### config.mk
export PLATFORM = sky130hd
export DESIGN_NAME = ethernet_ipv4_transport_header_parser
export DESIGN_NICKNAME = d
export VERILOG_FILES = /design/src/rtl/core/etp_pkg.sv /design/src/rtl/core/etp_in_reg.sv /design/src/rtl/core/etp_parse.sv /design/src/rtl/core/ethernet_ipv4_transport_header_parser.sv
export SDC_FILE = /design/constraint.sdc
export NUM_CORES = 1
export LEC_CHECK = 0
export ABC_AREA = 1
export BUFFER_PORTS_ARGS = -buffer_cell sky130_fd_sc_hd__buf_2
export CORE_AREA = 2 2 168 186
export CTS_CLUSTER_DIAMETER = 40
export DETAILED_ROUTE_END_ITERATION = 7
export DIE_AREA = 0 0 170 188
export PLACE_DENSITY = 0.69
export SYNTH_ARGS = -nofsm -noshare
export SYNTH_HDL_FRONTEND = slang
export SYNTH_SLANG_ARGS = --single-unit
### constraint.sdc
create_clock -name clk -period 14.9 [get_ports clk]
set_input_delay 1.49 -clock clk [delete_from_list [all_inputs] [get_ports clk]]
set_output_delay 1.49 -clock clk [all_outputs]
set_load 0.05 [all_outputs]
### src/rtl/core/etp_pkg.sv
// Package for the Ethernet/IPv4 transport header parser.
// Holds the shared types, codes and constants; it depends on nothing else.
package etp_pkg;

  localparam int unsigned PAYLOAD_BYTES   = 16;
  localparam int unsigned MAX_FRAME_BYTES = 65535;
  localparam int unsigned POS_W           = 16;
  localparam int unsigned PCNT_W          = $clog2(PAYLOAD_BYTES + 1);
  localparam int unsigned PIDX_W          = 4;

  localparam logic [POS_W-1:0] POS_MAX = POS_W'(MAX_FRAME_BYTES);
  localparam logic [PCNT_W-1:0] PCNT_LIMIT = PCNT_W'(PAYLOAD_BYTES);

  localparam logic [7:0] ETYPE_HI    = 8'h08;
  localparam logic [7:0] ETYPE_LO    = 8'h00;
  localparam logic [3:0] IP_VERSION  = 4'd4;
  localparam logic [3:0] IHL_MIN     = 4'd5;
  localparam logic [7:0] PROTO_ICMP  = 8'd1;
  localparam logic [7:0] PROTO_TCP   = 8'd6;
  localparam logic [7:0] PROTO_UDP   = 8'd17;
  localparam logic [5:0] TCP_HDR_MIN = 6'd20;
  localparam logic [5:0] SHORT_HDR   = 6'd8;

  localparam logic [POS_W-1:0] POS_ETYPE_HI = 16'd12;
  localparam logic [POS_W-1:0] POS_ETYPE_LO = 16'd13;
  localparam logic [POS_W-1:0] POS_VER_IHL  = 16'd14;
  localparam logic [POS_W-1:0] POS_PROTO    = 16'd23;
  localparam logic [POS_W-1:0] POS_SRC_LO   = 16'd26;
  localparam logic [POS_W-1:0] POS_SRC_HI   = 16'd29;
  localparam logic [POS_W-1:0] POS_DST_LO   = 16'd30;
  localparam logic [POS_W-1:0] POS_DST_HI   = 16'd33;
  localparam logic [POS_W-1:0] ETH_HDR      = 16'd14;
  localparam logic [POS_W-1:0] PORT_BYTES   = 16'd4;
  localparam logic [POS_W-1:0] TCP_OFF_POS  = 16'd12;

  typedef enum logic [1:0] {
    PH_HEADER,
    PH_PAYLOAD,
    PH_DISCARD
  } phase_t;

  typedef enum logic [1:0] {
    FM_ALL,
    FM_TCP,
    FM_UDP,
    FM_ICMP
  } filter_t;

  typedef enum logic [2:0] {
    ST_TCP,
    ST_UDP,
    ST_ICMP,
    ST_OTHER,
    ST_TRUNC
  } status_t;

  typedef struct packed {
    logic [7:0] frame_byte;
    logic       frame_end;
  } item_t;

  typedef struct packed {
    logic              result_kind;
    status_t           status;
    logic [31:0]       source_address;
    logic [31:0]       dest_address;
    logic [15:0]       source_port;
    logic [15:0]       dest_port;
    logic [7:0]        message_type;
    logic [7:0]        payload_value;
    logic [PIDX_W-1:0] payload_index;
    logic              last_of_frame;
  } result_t;

  function automatic status_t proto_status(input logic [7:0] proto);
    status_t st;
    case (proto)
      PROTO_TCP:  st = ST_TCP;
      PROTO_UDP:  st = ST_UDP;
      PROTO_ICMP: st = ST_ICMP;
      default:    st = ST_OTHER;
    endcase
    return st;
  endfunction

  function automatic logic filter_pass(input filter_t mode, input logic [7:0] proto);
    logic ok;
    unique case (mode)
      FM_TCP:  ok = (proto == PROTO_TCP);
      FM_UDP:  ok = (proto == PROTO_UDP);
      FM_ICMP: ok = (proto == PROTO_ICMP);
      default: ok = 1'b1;
    endcase
    return ok;
  endfunction

endpackage

### src/rtl/core/etp_in_reg.sv
// Input register of the transport header parser.
// Holds one byte item until the parse stage takes it; uses etp_pkg.
module etp_in_reg (
  input  logic           clk,
  input  logic           rst_n,
  input  logic           in_tvalid,
  output logic           in_tready,
  input  logic [7:0]     in_tdata,
  input  logic           in_tlast,
  input  logic           take,
  output logic           item_valid,
  output etp_pkg::item_t item
);

  logic            valid_r;
  logic            valid_nxt;
  etp_pkg::item_t  item_r;

  assign in_tready  = !valid_r || take;
  assign item_valid = valid_r;
  assign item       = item_r;

  always_comb begin
    valid_nxt = valid_r;
    if (in_tready) begin
      valid_nxt = in_tvalid;
    end
  end

  always_ff @(posedge clk) begin
    if (!rst_n) begin
      valid_r <= 1'b0;
    end else begin
      valid_r <= valid_nxt;
    end
  end

  always_ff @(posedge clk) begin
    if (in_tvalid && in_tready) begin
      item_r.frame_byte <= in_tdata;
      item_r.frame_end  <= in_tlast;
    end
  end

endmodule

### src/rtl/core/etp_parse.sv
// Frame state and per-byte decode of the transport header parser.
// Updates the frame state on each byte taken and forms the result; uses etp_pkg.
module etp_parse (
  input  logic             clk,
  input  logic             rst_n,
  input  logic             step,
  input  etp_pkg::item_t   item,
  input  etp_pkg::filter_t filter_mode,
  output logic             res_valid,
  output etp_pkg::result_t res
);

  logic [etp_pkg::POS_W-1:0]  pos_r, pos_nxt;
  etp_pkg::phase_t            phase_r, phase_nxt;
  logic [5:0]                 ihb_r, ihb_nxt;
  logic [5:0]                 thb_r, thb_nxt;
  logic [7:0]                 proto_r, proto_nxt;
  logic [31:0]                src_r, src_nxt;
  logic [31:0]                dst_r, dst_nxt;
  logic [31:0]                ports_r, ports_nxt;
  logic [etp_pkg::PCNT_W-1:0] pcnt_r, pcnt_nxt;

  logic [7:0]                b;
  logic                      drop;
  logic [etp_pkg::POS_W-1:0] p_inc;
  logic [etp_pkg::POS_W-1:0] thdr_start;
  logic [etp_pkg::POS_W-1:0] thdr_end;
  logic [etp_pkg::POS_W-1:0] rel;
  logic                      is_tcp;
  logic                      is_udp;
  logic                      is_icmp;
  etp_pkg::status_t          st;
  logic                      last;

  assign b = item.frame_byte;

  always_comb begin
    pos_nxt    = pos_r;
    phase_nxt  = phase_r;
    ihb_nxt    = ihb_r;
    thb_nxt    = thb_r;
    proto_nxt  = proto_r;
    src_nxt    = src_r;
    dst_nxt    = dst_r;
    ports_nxt  = ports_r;
    pcnt_nxt   = pcnt_r;
    res_valid  = 1'b0;
    res        = '0;
    drop       = 1'b0;
    p_inc      = pos_r + 16'd1;
    thdr_start = '0;
    thdr_end   = '0;
    rel        = '0;
    is_tcp     = 1'b0;
    is_udp     = 1'b0;
    is_icmp    = 1'b0;
    st         = etp_pkg::ST_OTHER;
    last       = 1'b0;

    if (pos_r != etp_pkg::POS_MAX) begin
      if (phase_r == etp_pkg::PH_HEADER) begin
        if (pos_r == etp_pkg::POS_ETYPE_HI && b != etp_pkg::ETYPE_HI) begin
          drop = 1'b1;
        end
        if (pos_r == etp_pkg::POS_ETYPE_LO && b != etp_pkg::ETYPE_LO) begin
          drop = 1'b1;
        end
        if (pos_r == etp_pkg::POS_VER_IHL) begin
          if (b[7:4] != etp_pkg::IP_VERSION || b[3:0] < etp_pkg::IHL_MIN) begin
            drop = 1'b1;
          end else begin
            ihb_nxt = {b[3:0], 2'b00};
          end
        end
        if (pos_r == etp_pkg::POS_PROTO) begin
          if (!etp_pkg::filter_pass(filter_mode, b)) begin
            drop = 1'b1;
          end else begin
            proto_nxt = b;
            if (b == etp_pkg::PROTO_TCP) begin
              thb_nxt = etp_pkg::TCP_HDR_MIN;
            end else if (b == etp_pkg::PROTO_UDP || b == etp_pkg::PROTO_ICMP) begin
              thb_nxt = etp_pkg::SHORT_HDR;
            end else begin
              thb_nxt = '0;
            end
          end
        end

        if (drop) begin
          phase_nxt = etp_pkg::PH_DISCARD;
        end else begin
          if (pos_r >= etp_pkg::POS_SRC_LO && pos_r <= etp_pkg::POS_SRC_HI) begin
            src_nxt = {src_r[23:0], b};
          end
          if (pos_r >= etp_pkg::POS_DST_LO && pos_r <= etp_pkg::POS_DST_HI) begin
            dst_nxt = {dst_r[23:0], b};
          end
          if (pos_r >= etp_pkg::POS_PROTO) begin
            is_tcp     = (proto_nxt == etp_pkg::PROTO_TCP);
            is_udp     = (proto_nxt == etp_pkg::PROTO_UDP);
            is_icmp    = (proto_nxt == etp_pkg::PROTO_ICMP);
            st         = etp_pkg::proto_status(proto_nxt);
            thdr_start = etp_pkg::ETH_HDR + {10'd0, ihb_nxt};
            rel        = pos_r - thdr_start;
            if (pos_r >= thdr_start) begin
              if ((is_tcp || is_udp) && rel < etp_pkg::PORT_BYTES) begin
                ports_nxt = {ports_r[23:0], b};
              end
              if (is_tcp && rel == etp_pkg::TCP_OFF_POS) begin
                if (b[7:4] < etp_pkg::IHL_MIN) begin
                  thb_nxt = etp_pkg::TCP_HDR_MIN;
                end else begin
                  thb_nxt = {b[7:4], 2'b00};
                end
              end
              if (is_icmp && rel == '0) begin
                ports_nxt = {24'd0, b};
              end
            end
            thdr_end = thdr_start + {10'd0, thb_nxt};
            if (p_inc == thdr_end) begin
              res_valid          = 1'b1;
              res.result_kind    = 1'b0;
              res.status         = st;
              res.source_address = src_nxt;
              res.dest_address   = dst_nxt;
              if (is_tcp || is_udp) begin
                last             = item.frame_end || (p_inc == etp_pkg::POS_MAX);
                res.source_port  = ports_nxt[31:16];
                res.dest_port    = ports_nxt[15:0];
                res.last_of_frame = last;
                phase_nxt        = last ? etp_pkg::PH_DISCARD : etp_pkg::PH_PAYLOAD;
              end else begin
                res.message_type  = is_icmp ? ports_nxt[7:0] : 8'd0;
                res.last_of_frame = 1'b1;
                phase_nxt         = etp_pkg::PH_DISCARD;
              end
            end
          end
        end
      end else if (phase_r == etp_pkg::PH_PAYLOAD) begin
        pcnt_nxt           = pcnt_r + 1'b1;
        last               = item.frame_end || (pcnt_nxt >= etp_pkg::PCNT_LIMIT)
                             || (p_inc == etp_pkg::POS_MAX);
        res_valid          = 1'b1;
        res.result_kind    = 1'b1;
        res.status         = etp_pkg::proto_status(proto_r);
        res.source_address = src_r;
        res.dest_address   = dst_r;
        res.source_port    = ports_r[31:16];
        res.dest_port      = ports_r[15:0];
        res.payload_value  = b;
        res.payload_index  = pcnt_r[etp_pkg::PIDX_W-1:0];
        res.last_of_frame  = last;
        if (pcnt_nxt >= etp_pkg::PCNT_LIMIT) begin
          phase_nxt = etp_pkg::PH_DISCARD;
        end
      end
    end

    if (item.frame_end) begin
      if (!res_valid && phase_nxt == etp_pkg::PH_HEADER) begin
        res_valid         = 1'b1;
        res               = '0;
        res.status        = etp_pkg::ST_TRUNC;
        res.last_of_frame = 1'b1;
      end
      pos_nxt   = '0;
      phase_nxt = etp_pkg::PH_HEADER;
      ihb_nxt   = '0;
      thb_nxt   = '0;
      proto_nxt = '0;
      src_nxt   = '0;
      dst_nxt   = '0;
      ports_nxt = '0;
      pcnt_nxt  = '0;
    end else if (pos_r != etp_pkg::POS_MAX) begin
      pos_nxt = p_inc;
    end
  end

  always_ff @(posedge clk) begin
    if (!rst_n) begin
      pos_r   <= '0;
      phase_r <= etp_pkg::PH_HEADER;
      ihb_r   <= '0;
      thb_r   <= '0;
      proto_r <= '0;
      src_r   <= '0;
      dst_r   <= '0;
      ports_r <= '0;
      pcnt_r  <= '0;
    end else if (step) begin
      pos_r   <= pos_nxt;
      phase_r <= phase_nxt;
      ihb_r   <= ihb_nxt;
      thb_r   <= thb_nxt;
      proto_r <= proto_nxt;
      src_r   <= src_nxt;
      dst_r   <= dst_nxt;
      ports_r <= ports_nxt;
      pcnt_r  <= pcnt_nxt;
    end
  end

endmodule

### src/rtl/core/ethernet_ipv4_transport_header_parser.sv
// Top level of the Ethernet/IPv4 transport header parser.
// Instantiates etp_in_reg and etp_parse and holds the result register; uses etp_pkg.
//
//   Channel   Direction  Payload
//   in_       slave      tdata: frame_byte; tlast: frame_end
//   out_      master     tdata: status..payload_index; tuser: result_kind; tlast: last_of_frame
//   cfg_      slave      cfg_data: filter_mode
//
// Each byte passes through the input register and then through the decode into the result
// register. One byte is accepted every cycle while the result side is ready; a waiting result
// stalls the decode and the input register behind it.
// Reset clears the frame state and sets the filter to all IPv4.
module ethernet_ipv4_transport_header_parser (
  input  logic         clk,
  input  logic         rst_n,
  input  logic         in_tvalid,
  output logic         in_tready,
  input  logic [7:0]   in_tdata,   // [7:0] frame_byte
  input  logic         in_tlast,
  output logic         out_tvalid,
  input  logic         out_tready,
  output logic [119:0] out_tdata,  // [2:0] status, [34:3] source_address,
                                   // [66:35] dest_address, [82:67] source_port,
                                   // [98:83] dest_port, [106:99] message_type,
                                   // [114:107] payload_value, [118:115] payload_index,
                                   // [119] zero
  output logic         out_tuser,  // [0] result_kind
  output logic         out_tlast,
  input  logic         cfg_valid,
  output logic         cfg_ready,
  input  logic [1:0]   cfg_data
);

  etp_pkg::filter_t  filter_r;
  logic              item_valid;
  etp_pkg::item_t    item;
  logic              step;
  logic              res_valid;
  etp_pkg::result_t  res;
  logic              out_valid_r;
  logic              out_valid_nxt;
  etp_pkg::result_t  out_r;

  assign cfg_ready = 1'b1;

  always_ff @(posedge clk) begin
    if (!rst_n) begin
      filter_r <= etp_pkg::FM_ALL;
    end else if (cfg_valid && cfg_ready) begin
      filter_r <= etp_pkg::filter_t'(cfg_data);
    end
  end

  assign step = item_valid && (!out_valid_r || out_tready);

  etp_in_reg u_in_reg (
    .clk        (clk),
    .rst_n      (rst_n),
    .in_tvalid  (in_tvalid),
    .in_tready  (in_tready),
    .in_tdata   (in_tdata),
    .in_tlast   (in_tlast),
    .take       (step),
    .item_valid (item_valid),
    .item       (item)
  );

  etp_parse u_parse (
    .clk         (clk),
    .rst_n       (rst_n),
    .step        (step),
    .item        (item),
    .filter_mode (filter_r),
    .res_valid   (res_valid),
    .res         (res)
  );

  always_comb begin
    out_valid_nxt = out_valid_r;
    if (step) begin
      out_valid_nxt = res_valid;
    end else if (out_tready) begin
      out_valid_nxt = 1'b0;
    end
  end

  always_ff @(posedge clk) begin
    if (!rst_n) begin
      out_valid_r <= 1'b0;
    end else begin
      out_valid_r <= out_valid_nxt;
    end
  end

  always_ff @(posedge clk) begin
    if (step && res_valid) begin
      out_r <= res;
    end
  end

  assign out_tvalid = out_valid_r;
  assign out_tuser  = out_r.result_kind;
  assign out_tlast  = out_r.last_of_frame;
  assign out_tdata  = {1'b0, out_r.payload_index, out_r.payload_value, out_r.message_type,
                       out_r.dest_port, out_r.source_port, out_r.dest_address,
                       out_r.source_address, out_r.status};

`ifndef NO_ASSERTIONS
  a_trunc_is_final: assert property (@(posedge clk) disable iff (!rst_n)
    out_tvalid && out_tdata[2:0] == etp_pkg::ST_TRUNC |-> out_tlast && !out_tuser)
    else $error("truncated result is not a final summary");

  a_payload_status: assert property (@(posedge clk) disable iff (!rst_n)
    out_tvalid && out_tuser |->
      out_tdata[2:0] == etp_pkg::ST_TCP || out_tdata[2:0] == etp_pkg::ST_UDP)
    else $error("payload item for a protocol without payload");

  a_stall_cause: assert property (@(posedge clk) disable iff (!rst_n)
    !in_tready |-> out_tvalid && !out_tready)
    else $error("input stalled without a waiting result");

  a_summary_clean: assert property (@(posedge clk) disable iff (!rst_n)
    out_tvalid && !out_tuser |-> out_tdata[114:107] == 8'd0 && out_tdata[118:115] == 4'd0)
    else $error("summary carries payload data");
`endif

endmodule

==> impl_metrics.json <==
{
  "slew_headroom": 0.283,
  "synth_ff_type": "dfxtp_1",
  "area_delta_synth_final_pct": 14.3,
  "grt_pass1_vias": 12200,
  "reg2reg_depth": 50,
  "syn_area_mm2": 0.0149,
  "drtAntennaViolNets": 0,
  "cts.sinks": 273,
  "fin_nets": 2008,
  "setup.worst_path.start": "u_in_reg.item[8]",
  "p_leak_nw": 6.93,
  "cts_hold_buf": 0,
  "rrSetupSlack_ps": 6280,
  "cts.clk_slew.worst_paths_ps": 60,
  "core_mm2": 0.0302,
  "startpoint_type": "flop",
  "rsz0062_at_grt": "no",
  "first_pass_iters": 6,
  "post-route-period-util": 0.579,
  "critPathCaptureType": "flop",
  "fp.dieH_um": 188,
  "wl_per_cell_um": 17.4,
  "setup_ws_ps": 6280,
  "endpoint": "out_tdata[108]",
  "report.final.slew_viol_count": 0,
  "avgSynthCellArea_um2": 7.94,
  "numCtsBuffers": 39,
  "io_buffers": 138,
  "worstPathArrival_ps": 8750,
  "rr_endpoint": "out_tdata[108]",
  "ys_ff_latch": 273,
  "yosysMostFrequentCell": "nand2_1",
  "yosys.area.top_type": "edfxtp_1",
  "setup_viol": 0,
  "clockRootBuffer": "clkbuf_16",
  "via_per_inst": 5.58,
  "nFillCells": 2821,
  "status": "complete, no violations",
  "hpwl_mm": 28.3,
  "ys_async_sr_fraction": 0,
  "ys_types": 65,
  "start_util": 0.493,
  "synth_cells": 1874,
  "crit_top_cell": "nand2_1",
  "wirelength_mm": 41.4,
  "postCtsSetupRepairBufs": 0,
  "grt_max_degree": 129,
  "vias": 13300,
  "synth_top_area_frac": 0.262,
  "row_count": 67,
  "place_congestion": 0.918,
  "max_stage_delay_ps": 800,
  "crit_fanout": 76,
  "dp_slack_ps": 6370,
  "synthTopCellsByCount": "nand2_1 (340), inv_1 (238), o21ai_0 (229)",
  "tightest_slew_ps": 1080,
  "required_ps": 15030,
  "synth_nets": 1909,
  "insertion_delay_ps": 530,
  "drt_iter0_markers": 1585,
  "antenna_found_initial": 2,
  "die_w_um": 170,
  "drive_above_1_share": 0.185,
  "yosysSeqAreaShare": 0.455,
  "io_pins": 141,
  "post_cts_resized": 0,
  "grt_pass1_wl_mm": 64.9,
  "hold_violations": 0,
  "worst_hold_path_type": "reg -> reg",
  "clockBufferDepth": 3,
  "ys_top_cells_by_area": "edfxtp_1 (26%), dfxtp_1 (19%), nand2_1 (8.6%), o21ai_0 (7.7%), inv_1 (6.0%)",
  "rr_startpoint": "u_in_reg.item[8]",
  "grt_overflow": 0,
  "final.setup.tns_ps": 0,
  "min_period_ps": 8620,
  "drv_cap": 0,
  "yosysWarnings": 0,
  "timing.fmax_mhz": 116,
  "slowest_stage": "buf_4",
  "synth_edf_count": 130,
  "cts_max_level": 2,
  "setup.worst_path.class": "reg -> reg",
  "fin_skew_ps": 27.7,
  "vdd_drop_max_uv": 68.6,
  "grt_use_total": 0.253,
  "p_per_area_mw_per_mm2": 109,
  "cts_tree": "built",
  "drc": 0,
  "die_area_mm2": 0.0320
}
## worst max-delay path: cells and delay by family (launching register included)
kind                       cells  cell delay (ps)
and+or+nand+nor               34             4070
xor gates and xnor gates       1              140
DFF                            1              510
AOI/OAI and AO/OA              3              610
adders and majority gates      3              940
buffers and inverters          9             1830
## worst min path at each step
| stage | slack (ps) | start | end | cells past startpoint |
|---|---|---|---|---|
| 2_1_floorplan | 420 | u_parse.ihb_r[0] | u_parse.ihb_r[0] | 2 |
| 3_3_place_gp | 450 | u_parse.ihb_r[0] | u_parse.ihb_r[0] | 2 |
| 3_5_place_dp | 450 | u_parse.ihb_r[0] | u_parse.ihb_r[0] | 2 |
| 4_1_cts | 460 | u_parse.ihb_r[0] | u_parse.ihb_r[0] | 2 |
| 5_1_grt | 480 | u_parse.ihb_r[3] | u_parse.ihb_r[3] | 2 |
| 6_report | 450 | u_parse.ihb_r[0] | u_parse.ihb_r[0] | 2 |
## layout make-up
type	instances	area, um^2	share of cell area
Sequential cell	273	6770	0.398
Inverter	254	981	0.0577
Clock buffer	43	1010	0.0595
Tap cell	379	474	0.0279
Antenna cell	2	5.00	0.000294
Multi-Input combinational cell	1251	6690	0.393
Clock inverter	27	273	0.0160
Timing Repair Buffer	154	811	0.0477
## cells by family after synthesis
logic type | count (synthesis) | share of synthesized area
AO/OA/AOI/OAI | 463 | 0.186
XOR/XNOR | 18 | 0.0106
adder cells (fa/ha/maj) | 19 | 0.0165
buffers and inverters | 350 | 0.0970
flip-flops | 273 | 0.455
multiplexers | 1 | 0.000673
other | 2 | 0.000505
AND/OR/NAND/NOR | 748 | 0.234
## through the flow
| stage | power, mW | instances | hold slack, ps | utilization | area, um^2 |
|---|---|---|---|---|---|
| finish | 1.86 | 2383 | 451 | 0.564 | 17000 |
| global placement | 0.954 | 2311 | 446 | 0.521 | 15700 |
| global route | 1.91 | 2383 | 477 | 0.564 | 17000 |
| CTS | 1.87 | 2381 | 458 | 0.563 | 17000 |
| floorplan | 0.923 | 1874 | 425 | - | 14900 |
| detailed placement | 0.957 | 2311 | 449 | 0.521 | 15700 |
## layout by cell type (no fill, tap or decap), drive strengths merged, types with 2 or more instances in the layout
master    count
nand2       377
inv         260
o21ai       243
nor2        217
buf         154
dfxtp       143
edfxtp      130
a21oi       108
nand3        97
o22ai        55
clkbuf       43
nor3         20
ha           18
o221a        16
xor2         14
nand4        14
clkinv       14
a221oi       12
o211ai       10
nor4         10
or2           6
a31oi         5
and2          5
xnor2         4
a211oi        4
clkinvlp      4
bufinv        3
diode         2
o21a          2
a22oi         2
a32oi         2
conb          2
## sequential cells by signal (all words and copies together), names as in the netlist, 2 cells and up
| register | cells |
|---|---|
| u_parse.pcnt_r | 5 |
| u_parse.ihb_r | 6 |
| u_parse.ports_r | 32 |
| u_in_reg.item | 9 |
| out_tdata | 119 |
| u_parse.src_r | 32 |
| u_parse.pos_r | 16 |
| filter_r | 2 |
| u_parse.proto_r | 8 |
| u_parse.thb_r | 6 |
| u_parse.dst_r | 32 |
| u_parse.phase_r | 2 |
## metal layers
layer	GRT usage	share of wire	wire, um	up-vias
met1	0.335	0.43	17800	6304
met2	0.432	0.49	20300	452
met3	0.0312	0.055	2270	72
met4	0.0789	0.026	1070	0
li1	-	-	-	6468
met5	0	0	0	-
## power breakdown
group,internal (mW),switching [mW]
logic,0.0319,0.0934
registers,0.803,0.0153
clock network,0.553,0.358
total,1.39,0.467
(Power assumes the default switching activity.)
